File: config.mk
export PLATFORM = sky130hd
export DESIGN_NAME = ordered_list_append_remove_by_value
export DESIGN_NICKNAME = d
export VERILOG_FILES = /design/src/ola_pkg.sv /design/src/ola_ram.sv /design/src/ola_front.sv /design/src/ola_back.sv /design/src/ordered_list_append_remove_by_value.sv
export SDC_FILE = /design/constraint.sdc
export NUM_CORES = 1
export LEC_CHECK = 0
export BUFFER_PORTS_ARGS = -buffer_cell sky130_fd_sc_hd__buf_2
export CORE_MARGIN = 3
export CORE_UTILIZATION = 40
export DETAILED_ROUTE_END_ITERATION = 6
export GPL_TIMING_DRIVEN = 0
export SLEW_MARGIN = 10
export SYNTH_ARGS = -nofsm -noshare
export SYNTH_HDL_FRONTEND = slang
export SYNTH_HIERARCHICAL = 1
export SYNTH_SLANG_ARGS = --single-unit
File: constraint.sdc
create_clock -name clk -period 4.9 [get_ports clk]
set_input_delay 0.245 -clock clk [delete_from_list [all_inputs] [get_ports clk]]
set_output_delay 0.245 -clock clk [all_outputs]
set_load 0.01 [all_outputs]
File: src/ola_pkg.sv
// ----------------------------------------------------------------------------
// ola_pkg
// Shared types and codes for the ordered value list with remove by value.
// ----------------------------------------------------------------------------
package ola_pkg;

  localparam int DEPTH_DEF = 32;
  localparam int VAL_W     = 32;

  localparam logic [1:0] OP_APPEND = 2'd0;
  localparam logic [1:0] OP_REMOVE = 2'd1;
  localparam logic [1:0] OP_READ   = 2'd2;

  localparam logic [2:0] ST_APPENDED  = 3'd0;
  localparam logic [2:0] ST_FULL      = 3'd1;
  localparam logic [2:0] ST_REMOVED   = 3'd2;
  localparam logic [2:0] ST_NOT_FOUND = 3'd3;
  localparam logic [2:0] ST_ENTRY     = 3'd4;
  localparam logic [2:0] ST_EMPTY     = 3'd5;

  typedef struct packed {
    logic [1:0]              op;
    logic signed [VAL_W-1:0] value;
  } req_t;

  typedef struct packed {
    logic [2:0]              status;
    logic signed [VAL_W-1:0] entry_value;
    logic                    last;
  } rsp_t;

  // Command handed from the front queue to the back sequencer
  typedef struct packed {
    logic [1:0]       op;
    logic [VAL_W-1:0] value;
  } cmd_t;

endpackage

File: src/ola_ram.sv
// ----------------------------------------------------------------------------
// ola_ram
// Generic simple dual-port RAM: one write port, one read port, registered read.
// ----------------------------------------------------------------------------
module ola_ram #(
  parameter int W = 32,
  parameter int D = 32
) (
  input  logic                 clk,
  input  logic                 we,
  input  logic [$clog2(D)-1:0] waddr,
  input  logic [W-1:0]         wdata,
  input  logic [$clog2(D)-1:0] raddr,
  output logic [W-1:0]         rdata
);

  logic [W-1:0] mem [D];

  always_ff @(posedge clk) begin
    if (we) begin
      mem[waddr] <= wdata;
    end
    rdata <= mem[raddr];
  end

endmodule

File: src/ola_front.sv
// ----------------------------------------------------------------------------
// ola_front
// Accepts request items, drops undefined ops and queues commands (2 deep).
// ----------------------------------------------------------------------------
module ola_front (
  input  logic          clk,
  input  logic          rst,
  input  logic          req_valid,
  output logic          req_stall,
  input  ola_pkg::req_t req,
  output logic          cmd_valid,
  output ola_pkg::cmd_t cmd,
  input  logic          cmd_pop
);
  import ola_pkg::*;

  cmd_t       q_data [2];
  logic       wr_ptr;
  logic       rd_ptr;
  logic [1:0] q_cnt;
  logic       push;
  logic       take;

  assign req_stall = (q_cnt == 2'd2);
  assign take      = req_valid && !req_stall;
  // op code 3 is accepted and dropped
  assign push      = take && (req.op inside {OP_APPEND, OP_REMOVE, OP_READ});
  assign cmd_valid = (q_cnt != 2'd0);
  assign cmd       = q_data[rd_ptr];

  always_ff @(posedge clk) begin
    if (push) begin
      q_data[wr_ptr] <= '{op: req.op, value: req.value};
    end
  end

  always_ff @(posedge clk) begin
    if (rst) begin
      wr_ptr <= 1'b0;
      rd_ptr <= 1'b0;
      q_cnt  <= 2'd0;
    end else begin
      if (push) begin
        wr_ptr <= !wr_ptr;
      end
      if (cmd_pop) begin
        rd_ptr <= !rd_ptr;
      end
      case ({push, cmd_pop})
        2'b10:   q_cnt <= q_cnt + 2'd1;
        2'b01:   q_cnt <= q_cnt - 2'd1;
        default: q_cnt <= q_cnt;
      endcase
    end
  end

endmodule

File: src/ola_back.sv
// ----------------------------------------------------------------------------
// ola_back
// Sequencer that carries out append, remove and readout on the entry RAM
// and drives the registered result port.
// ----------------------------------------------------------------------------
module ola_back #(
  parameter int DEPTH = ola_pkg::DEPTH_DEF
) (
  input  logic                       clk,
  input  logic                       rst,
  input  logic                       cmd_valid,
  input  ola_pkg::cmd_t              cmd,
  output logic                       cmd_pop,
  output logic                       rsp_valid,
  input  logic                       rsp_stall,
  output ola_pkg::rsp_t              rsp,
  output logic [$clog2(DEPTH+1)-1:0] count
);
  import ola_pkg::*;

  localparam int AW = $clog2(DEPTH);
  localparam int CW = $clog2(DEPTH+1);

  localparam logic [2:0] S_IDLE = 3'd0;
  localparam logic [2:0] S_SRD  = 3'd1;
  localparam logic [2:0] S_SCMP = 3'd2;
  localparam logic [2:0] S_SHRD = 3'd3;
  localparam logic [2:0] S_SHWR = 3'd4;
  localparam logic [2:0] S_RES  = 3'd5;
  localparam logic [2:0] S_RRD  = 3'd6;
  localparam logic [2:0] S_RSND = 3'd7;

  logic [2:0]       state, state_next;
  logic [AW-1:0]    ptr, ptr_next;
  logic [CW-1:0]    count_next;
  logic [VAL_W-1:0] val, val_next;
  logic [2:0]       res, res_next;
  logic             rsp_valid_next;
  rsp_t             rsp_next;

  logic             we;
  logic [AW-1:0]    waddr;
  logic [VAL_W-1:0] wdata;
  logic [AW-1:0]    raddr;
  logic [VAL_W-1:0] rdata;

  logic [CW-1:0]    ptr_p1;
  logic [CW-1:0]    ptr_p2;
  logic             slot_free;

  assign ptr_p1    = CW'(ptr) + CW'(1);
  assign ptr_p2    = CW'(ptr) + CW'(2);
  assign slot_free = !rsp_valid || !rsp_stall;
  assign raddr     = (state == S_SHRD) ? ptr_p1[AW-1:0] : ptr;

  ola_ram #(.W(VAL_W), .D(DEPTH)) u_ram (
    .clk   (clk),
    .we    (we),
    .waddr (waddr),
    .wdata (wdata),
    .raddr (raddr),
    .rdata (rdata)
  );

  always_comb begin
    state_next     = state;
    ptr_next       = ptr;
    count_next     = count;
    val_next       = val;
    res_next       = res;
    cmd_pop        = 1'b0;
    we             = 1'b0;
    waddr          = ptr;
    wdata          = rdata;
    rsp_valid_next = rsp_valid && rsp_stall;
    rsp_next       = rsp;

    case (state)
      S_IDLE: begin
        if (cmd_valid) begin
          cmd_pop  = 1'b1;
          val_next = cmd.value;
          ptr_next = '0;
          case (cmd.op)
            OP_APPEND: begin
              if (count == CW'(DEPTH)) begin
                res_next = ST_FULL;
              end else begin
                we         = 1'b1;
                waddr      = count[AW-1:0];
                wdata      = cmd.value;
                count_next = count + CW'(1);
                res_next   = ST_APPENDED;
              end
              state_next = S_RES;
            end
            OP_REMOVE: begin
              if (count == '0) begin
                res_next   = ST_NOT_FOUND;
                state_next = S_RES;
              end else begin
                state_next = S_SRD;
              end
            end
            OP_READ: begin
              if (count == '0) begin
                res_next   = ST_EMPTY;
                state_next = S_RES;
              end else begin
                state_next = S_RRD;
              end
            end
            default: state_next = S_IDLE;
          endcase
        end
      end
      S_SRD: state_next = S_SCMP;
      S_SCMP: begin
        if (rdata == val) begin
          if (ptr_p1 == count) begin
            count_next = count - CW'(1);
            res_next   = ST_REMOVED;
            state_next = S_RES;
          end else begin
            state_next = S_SHRD;
          end
        end else if (ptr_p1 == count) begin
          res_next   = ST_NOT_FOUND;
          state_next = S_RES;
        end else begin
          ptr_next   = ptr + AW'(1);
          state_next = S_SRD;
        end
      end
      S_SHRD: state_next = S_SHWR;
      S_SHWR: begin
        // close the gap: entry ptr takes entry ptr+1
        we       = 1'b1;
        waddr    = ptr;
        wdata    = rdata;
        ptr_next = ptr + AW'(1);
        if (ptr_p2 == count) begin
          count_next = count - CW'(1);
          res_next   = ST_REMOVED;
          state_next = S_RES;
        end else begin
          state_next = S_SHRD;
        end
      end
      S_RES: begin
        if (slot_free) begin
          rsp_valid_next = 1'b1;
          rsp_next       = '{status: res, entry_value: '0, last: 1'b1};
          state_next     = S_IDLE;
        end
      end
      S_RRD: state_next = S_RSND;
      S_RSND: begin
        // read data holds while waiting, since the address is unchanged
        if (slot_free) begin
          rsp_valid_next = 1'b1;
          rsp_next       = '{status: ST_ENTRY, entry_value: rdata,
                             last: (ptr_p1 == count)};
          if (ptr_p1 == count) begin
            state_next = S_IDLE;
          end else begin
            ptr_next   = ptr + AW'(1);
            state_next = S_RRD;
          end
        end
      end
      default: state_next = S_IDLE;
    endcase
  end

  always_ff @(posedge clk) begin
    if (rst) begin
      state     <= S_IDLE;
      count     <= '0;
      rsp_valid <= 1'b0;
    end else begin
      state     <= state_next;
      count     <= count_next;
      rsp_valid <= rsp_valid_next;
    end
  end

  always_ff @(posedge clk) begin
    ptr <= ptr_next;
    val <= val_next;
    res <= res_next;
    rsp <= rsp_next;
  end

endmodule

File: src/ordered_list_append_remove_by_value.sv
// ----------------------------------------------------------------------------
// ordered_list_append_remove_by_value
// Ordered list of signed values with append, remove by value and readout.
// ----------------------------------------------------------------------------
// Append writes the entry as it is taken; remove searches from the first
// entry and on a match moves each later entry up one place; readout gives
// one result per entry. The back sequencer works one item at a time; each
// entry visit costs a RAM read and a compare, write-back or result. A
// 2-deep command queue lets up to two items be accepted while one runs.
// Reset empties the list at once; no clearing pass.
module ordered_list_append_remove_by_value #(
  parameter int DEPTH = ola_pkg::DEPTH_DEF
) (
  input  logic          clk,
  input  logic          rst,
  input  logic          req_valid,
  output logic          req_stall,
  input  ola_pkg::req_t req,
  output logic          rsp_valid,
  input  logic          rsp_stall,
  output ola_pkg::rsp_t rsp
);
  import ola_pkg::*;

  localparam int CW = $clog2(DEPTH+1);

  logic          cmd_valid;
  cmd_t          cmd;
  logic          cmd_pop;
  logic [CW-1:0] count;

  ola_front u_front (
    .clk       (clk),
    .rst       (rst),
    .req_valid (req_valid),
    .req_stall (req_stall),
    .req       (req),
    .cmd_valid (cmd_valid),
    .cmd       (cmd),
    .cmd_pop   (cmd_pop)
  );

  ola_back #(.DEPTH(DEPTH)) u_back (
    .clk       (clk),
    .rst       (rst),
    .cmd_valid (cmd_valid),
    .cmd       (cmd),
    .cmd_pop   (cmd_pop),
    .rsp_valid (rsp_valid),
    .rsp_stall (rsp_stall),
    .rsp       (rsp),
    .count     (count)
  );

  a_pop_valid: assert property (@(posedge clk) disable iff (rst)
    cmd_pop |-> cmd_valid)
    else $error("command popped from empty queue");

  a_count_max: assert property (@(posedge clk) disable iff (rst)
    count <= CW'(DEPTH))
    else $error("entry count above depth");

  a_count_step: assert property (@(posedge clk) disable iff (rst)
    !$past(rst) |-> (count == $past(count) || count == $past(count) + CW'(1)
                     || count + CW'(1) == $past(count)))
    else $error("entry count moved by more than one");

  a_status_form: assert property (@(posedge clk) disable iff (rst)
    rsp_valid && rsp.status != ST_ENTRY |-> rsp.last && rsp.entry_value == '0)
    else $error("non-entry result not last or carries a value");

endmodule
==> impl_metrics.json, run 1 <==
{
  "nNetsFinal": 3209,
  "die_y_um": 352,
  "post_dp_cell_area_mm2": 0.0514,
  "synth_seq_cells": 1215,
  "worst_pin_slew_ps": 1250,
  "place.gp.congestion": 0.826,
  "die_area_mm2": 0.124,
  "dp_slack_ps": -381,
  "min_to": "u_front/wr_ptr",
  "drc_errors": 0,
  "min-delay-start": "req_valid",
  "required_ps": 5290,
  "drtPass1Iterations": 6,
  "min_period_over_period_pct": 93.4,
  "ys_async_sr_fraction_pct": 0,
  "ir_drop_mv": 0.360,
  "worstSetupPathType": "reg2reg",
  "rrSetupSlack_ps": 320,
  "hold_viol_final": 0,
  "postLayoutCellArea_mm2": 0.0561,
  "clock.fmax_mhz": 219,
  "setup_tns_ps": 0,
  "synth.largest_area_cell": "edfxtp_1",
  "vias": 26000,
  "slew_viol_final": 0,
  "holdPathStages": 3,
  "cap_violations": 0,
  "syn_nets": 2895,
  "grt_pass1_wl_um": 172000,
  "fin_hold_ws_ps": 164,
  "n_fill_cell": 9979,
  "grt_max_degree": 33,
  "drtAntennaViolNets": 0,
  "clockBufferDepth": 3,
  "finalCriticalPeriod_ps": 4580,
  "cts-root-buf": "clkbuf_16",
  "grt_overflow": 0,
  "rows": 126,
  "worstPathArrival_ps": 4960,
  "r2r-end": "u_back/u_ram/mem[0][24]",
  "clock-skew-final_ps": 20.6,
  "coreArea_mm2": 0.118,
  "slew-limit-headroom_pct": 16.7,
  "syn_area_mm2": 0.0479,
  "vias_per_cell": 5.34,
  "setup_viol": 0,
  "synth_cell_types": 60,
  "critical_path_peak_fanout": 15,
  "synth.area.top_cells": "edfxtp_1 73%, mux2i_1 11%, dfxtp_1 2.0%",
  "h-tree-depth": 3,
  "powerDensity_mw_per_mm2": 629,
  "dp.final_hpwl_um": 79500,
  "ys_seq_area_share_pct": 75.2,
  "syn_area_per_cell_um2": 16.8,
  "start_util_pct": 40.5,
  "mostFrequentLayoutCells": "1168 x edfxtp_1, 512 x mux2i_1, 198 x nand2_1",
  "wirelength_um": 118000,
  "antenna_found_initial": 3,
  "multi_input_area_mm2": 0.0113,
  "areaGrowthSynthToFinish_pct": 17.1,
  "outcome": "finished clean",
  "synth-edff-count": 1168,
  "yosys_most_used_dff": "edfxtp_1",
  "synthCells": 2845,
  "io_pins": 76,
  "final_layout_size_suffix_gt1_share_pct": 15.9,
  "hold_path_class": "in2reg",
  "grt_pass1_vias": 25700,
  "rsz0062_at_grt": "false",
  "path_clk_slew_ps": 60,
  "numCtsBuffers": 121,
  "cts_tree": "yes",
  "die_x_um": 352,
  "placement.io_buffers": 75,
  "finalWorstSetupSlack_ps": 324,
  "power_w": 0.0353,
  "startpoint_type": "flip-flop",
  "wl_per_cell_um": 24.3,
  "insertion_delay_ps": 700,
  "synth_top_cell_area_share_pct": 73.2,
  "grt.total_usage_pct": 18.6,
  "n_antenna_cell": 0,
  "p_leak_nw": 19.2,
  "drtIter0Drc": 2348,
  "final_common_cell": "edfxtp_1",
  "clkSinkCount": 1215,
  "reg2reg_depth": 14,
  "seqCellArea_mm2": 0.0360,
  "endpoint_kind": "flip-flop",
  "ys.warnings.count": 6
}
-- cell type report --
cell class / count / area share, %
sequential: 1215 / 64.2
timing repair buffer: 191 / 3.71
clock buffer: 148 / 5.65
inverter: 7 / 0.0468
buffer: 155 / 1.59
clock inverter: 83 / 1.14
tap: 1600 / 3.57
multi-input combinational: 1468 / 20.1
-- sequential cells by signal (all words and copies together), names as in the netlist, named ones only --
name,cells
u_back/count,6
u_back/ptr,5
u_back/res,3
u_back/rsp,36
u_back/rsp_valid,1
u_back/state,3
u_back/u_ram/mem,1024
u_back/u_ram/rdata,32
u_back/val,32
u_front/q_cnt,2
u_front/q_data,68
u_front/rd_ptr,1
u_front/wr_ptr,1
-- cell usage after synthesis (4+ instances only) --
library cell and number:
nor2b_1 11, a22o_1 69, buf_1 6, mux2_2 37, clkbuf_1 55, a22oi_1 97
o211ai_1 4, dfxtp_1 47, xor2_1 42, buf_2 41, nand3_1 101, nand4_1 5
inv_1 7, nor3_1 35, and2_1 35, a211o_1 4, edfxtp_1 1168, nand2b_1 4
nor4_1 8, nand3b_1 8, o31ai_1 4, xnor2_1 13, mux2i_1 512, buf_4 35
or2_2 5, a31oi_1 38, nor2_1 63, nand2_1 206, o21ai_0 6, nor3b_1 5
buf_6 16, ha_1 11, a21oi_1 108
-- where the power goes --
group          total [W]  switching, W  internal [W]
logic             0.0121       0.00833       0.00376
clock network    0.00887       0.00387       0.00501
registers         0.0143      0.000371        0.0139
total             0.0353        0.0126        0.0227
-- timing repair --
item,in CTS,in global routing
setup endpoints to repair,657,502
hold endpoints to repair,88,0
hold buffers,36,0
gates resized for setup,1,1
buffers inserted,20,22
pin swaps,8,8
-- per-layer routing --
metal	vias up	track usage (%)	share of wire, %
li1	11700	-	-
met1	13200	25.7	43
met2	865	31.3	49
met3	186	2.72	6.2
met4	0	4.54	2.2
met5	-	0	0
-- worst max-delay path: stages (launching register included) --
cell and delay (ps):
dfxtp_1 310, buf_2 210, buf_2 350, mux2_2 410, inv_1 80, ha_1 210, nand2_1 140, nor2_1 360
nand2b_1 90, buf_2 220, a22o_1 280, or3b_2 480, clkbuf_1 490, nor2_4 380, buf_12 210
-- through the flow --
step | instances | utilization, %
floorplan | 2845 | -
global placement | 4520 | 42.5
detailed placement | 4558 | 43.5
CTS | 4845 | 47.2
global route | 4867 | 47.4
finish | 4867 | 47.4
-- cells by family after synthesis --
logic type               after synthesis  share of synthesized area (%)
XOR/XNOR                              56                           1.05
buffers and inverters                162                           1.92
flip-flops                          1215                           75.2
AND/OR/NAND/NOR                      501                           4.92
adder cells (fa/ha/maj)               12                          0.329
multiplexers                         551                           11.6
AO/OA/AOI/OAI                        348                           5.01
-- worst max-delay path by stage --
stage	start	to	slack, ps
final	flip-flop	u_back/u_ram/mem[0][24]	320
after global routing	flip-flop	u_back/u_ram/mem[4][18]	20
after CTS	flip-flop	u_back/u_ram/mem[28][26]	0.5
after detailed placement	flip-flop	u_back/u_ram/mem[4][23]	-380
after global placement	flip-flop	u_back/u_ram/mem[4][23]	-2100
after floorplan	flip-flop	u_back/u_ram/mem[28][0]	410
No activity file was read; power rests on OpenSTA's default activity.
==> run 2: changes to the inputs <==
--- a/config.mk
+++ b/config.mk
@@ -6,10 +6,12 @@
 export NUM_CORES = 1
 export LEC_CHECK = 0
 export BUFFER_PORTS_ARGS = -buffer_cell sky130_fd_sc_hd__buf_2
-export CORE_MARGIN = 3
+export CORE_MARGIN = 8
 export CORE_UTILIZATION = 40
 export DETAILED_ROUTE_END_ITERATION = 6
 export GPL_TIMING_DRIVEN = 0
+export HOLD_SLACK_MARGIN = 0.15
+export REMOVE_ABC_BUFFERS = 1
 export SLEW_MARGIN = 10
 export SYNTH_ARGS = -nofsm -noshare
 export SYNTH_HDL_FRONTEND = slang
==> run 2 against run 1 <==
  * Hold slack better by 94 ps
  * Setup slack got worse by 390 ps
  * The run now ends with negative setup slack left
  * Largest cell class unchanged
  * Via count up 3.6%
==> impl_metrics.json, run 2 (same netlist as run 1, synthesis figures left out) <==
{
  "areaGrowthSynthToFinish_pct": 19.4,
  "hold_viol_final": 0,
  "dp.final_hpwl_um": 86200,
  "multi_input_area_mm2": 0.0113,
  "min_period_over_period_pct": 101,
  "drc_errors": 0,
  "postLayoutCellArea_mm2": 0.0572,
  "die_x_um": 362,
  "n_fill_cell": 9786,
  "final_common_cell": "edfxtp_1",
  "r2r-end": "u_back/u_ram/mem[24][18]",
  "worst_path_max_delay_cell": "or3b_2",
  "seqCellArea_mm2": 0.0360,
  "antenna_found_initial": 6,
  "grt_pass1_vias": 27000,
  "min_to": "u_front/wr_ptr",
  "endpoint_kind": "flip-flop",
  "setup_tns_ps": -1160,
  "critical_path_peak_fanout": 19,
  "power_w": 0.0350,
  "grt_overflow": 0,
  "rsz0062_at_grt": "true",
  "critical-path-max-stage-delay_ps": 730,
  "setup_viol": 48,
  "vias": 26900,
  "utilization_pct": 48.0,
  "clockBufferDepth": 3,
  "hold_path_class": "in2reg",
  "startpoint_type": "flip-flop",
  "finalWorstSetupSlack_ps": -68.2,
  "final_layout_size_suffix_gt1_share_pct": 16.5,
  "clkSinkCount": 1215,
  "coreArea_mm2": 0.119,
  "worst_pin_slew_ps": 1080,
  "largest_registers": "u_back/u_ram/mem x1024, u_front/q_data x68, u_back/rsp x36",
  "grt.total_usage_pct": 20.1,
  "powerDensity_mw_per_mm2": 611,
  "placement.io_buffers": 75,
  "rrSetupSlack_ps": -70,
  "post_dp_cell_area_mm2": 0.0527,
  "ir_drop_mv": 0.444,
  "io_pins": 76,
  "slew_viol_final": 0,
  "worstSetupPathType": "reg2reg",
  "place.gp.congestion": 0.744,
  "dp_slack_ps": -782,
  "cts_tree": "yes",
  "top_register": "u_back/u_ram/mem",
  "path_clk_slew_ps": 60,
  "largest_register_ffs": 1024,
  "worstPathArrival_ps": 5340,
  "outcome": "complete, but fails checks",
  "min-delay-start": "req_valid",
  "violations": "negative setup slack",
  "nNetsFinal": 3158,
  "rows": 127,
  "insertion_delay_ps": 700,
  "wirelength_um": 136000,
  "die_area_mm2": 0.131,
  "vias_per_cell": 5.58,
  "path_cells": "mux2_2 > inv_1 > ha_1 > nand2_1 > nor2_2 > nand2b_4 > a22o_1 > or3b_2 > nor2_4 > buf_16",
  "die_y_um": 362,
  "cap_violations": 0,
  "slew-limit-headroom_pct": 28.1,
  "drtPass1Iterations": 7,
  "finalCriticalPeriod_ps": 4970,
  "wl_per_cell_um": 28.2,
  "grt_pass1_wl_um": 191000,
  "required_ps": 5270,
  "cts-root-buf": "clkbuf_16",
  "grt_max_degree": 46,
  "start_util_pct": 40.2,
  "mostFrequentLayoutCells": "1168 x edfxtp_1, 512 x mux2i_1, 205 x nand2_1",
  "h-tree-depth": 3,
  "drtAntennaViolNets": 0,
  "p_leak_nw": 19.6,
  "clock.fmax_mhz": 201,
  "drtIter0Drc": 3136,
  "holdPathStages": 3,
  "clock-skew-final_ps": 27.4,
  "numCtsBuffers": 120,
  "reg2reg_depth": 10
}
run 2: metrics by stage:
step	cells	hold WS, ps
2_1_floorplan	2690	314
3_3_place_gp	4377	434
3_5_place_dp	4528	436
4_1_cts	4813	231
6_report	4824	258
5_1_grt	4820	255
run 2: metal layers:
metal	track usage, %	up-vias	part of all wire (%)
met2	35.4	1262	50
met4	7.66	0	4.6
met1	24.5	13700	38
met5	0	-	0
li1	-	11600	-
met3	3.58	354	7.5
run 2: area by class of cell:
class / count / area share (%)
antenna: 4 / 0.0175
clock inverter: 68 / 0.990
clock buffer: 154 / 5.69
inverter: 7 / 0.0459
timing repair buffer: 295 / 6.99
tap: 1612 / 3.52
sequential: 1215 / 62.9
multi-input combinational: 1469 / 19.8
run 2: repair_timing:
| item | CTS | global route |
|---|---|---|
| cloned | 1 | 0 |
| pin swaps | 12 | 4 |
| setup buffers | 26 | 7 |
| setup endpoints to repair | 973 | 43 |
| resized for setup | 1 | 0 |
| endpoints found under the hold margin | 91 | 0 |
| hold buffers | 36 | 0 |
run 2: critical path: cells and delay by family (launching register included):
family                   cells  cell delay, ps
AND/OR/NAND/NOR              5            2720
multiplexers                 1             440
AO/OA/AOI/OAI                1             440
flip-flops                   1             400
buffers and inverters        2             360
adder cells (fa/ha/maj)      1             210
run 2: worst max-delay path by stage:
stage,startpoint,end,slack (ps),cells past startpoint
2_1_floorplan,u_back/state[1],u_back/u_ram/rdata[0],-35940,7
3_3_place_gp,u_back/state[1],u_back/u_ram/rdata[2],-48180,7
3_5_place_dp,flip-flop,u_back/u_ram/mem[18][1],-780,11
4_1_cts,u_back/count[1],u_back/u_ram/mem[7][14],40,8
5_1_grt,flip-flop,u_back/u_ram/mem[24][4],-60,10
6_report,flip-flop,u_back/u_ram/mem[24][18],-70,10
run 2: power by group:
group	internal, W	switching, W
Clock	0.00509	0.00380
Combinational	0.00424	0.00745
Sequential	0.0139	0.000496
Total	0.0232	0.0118
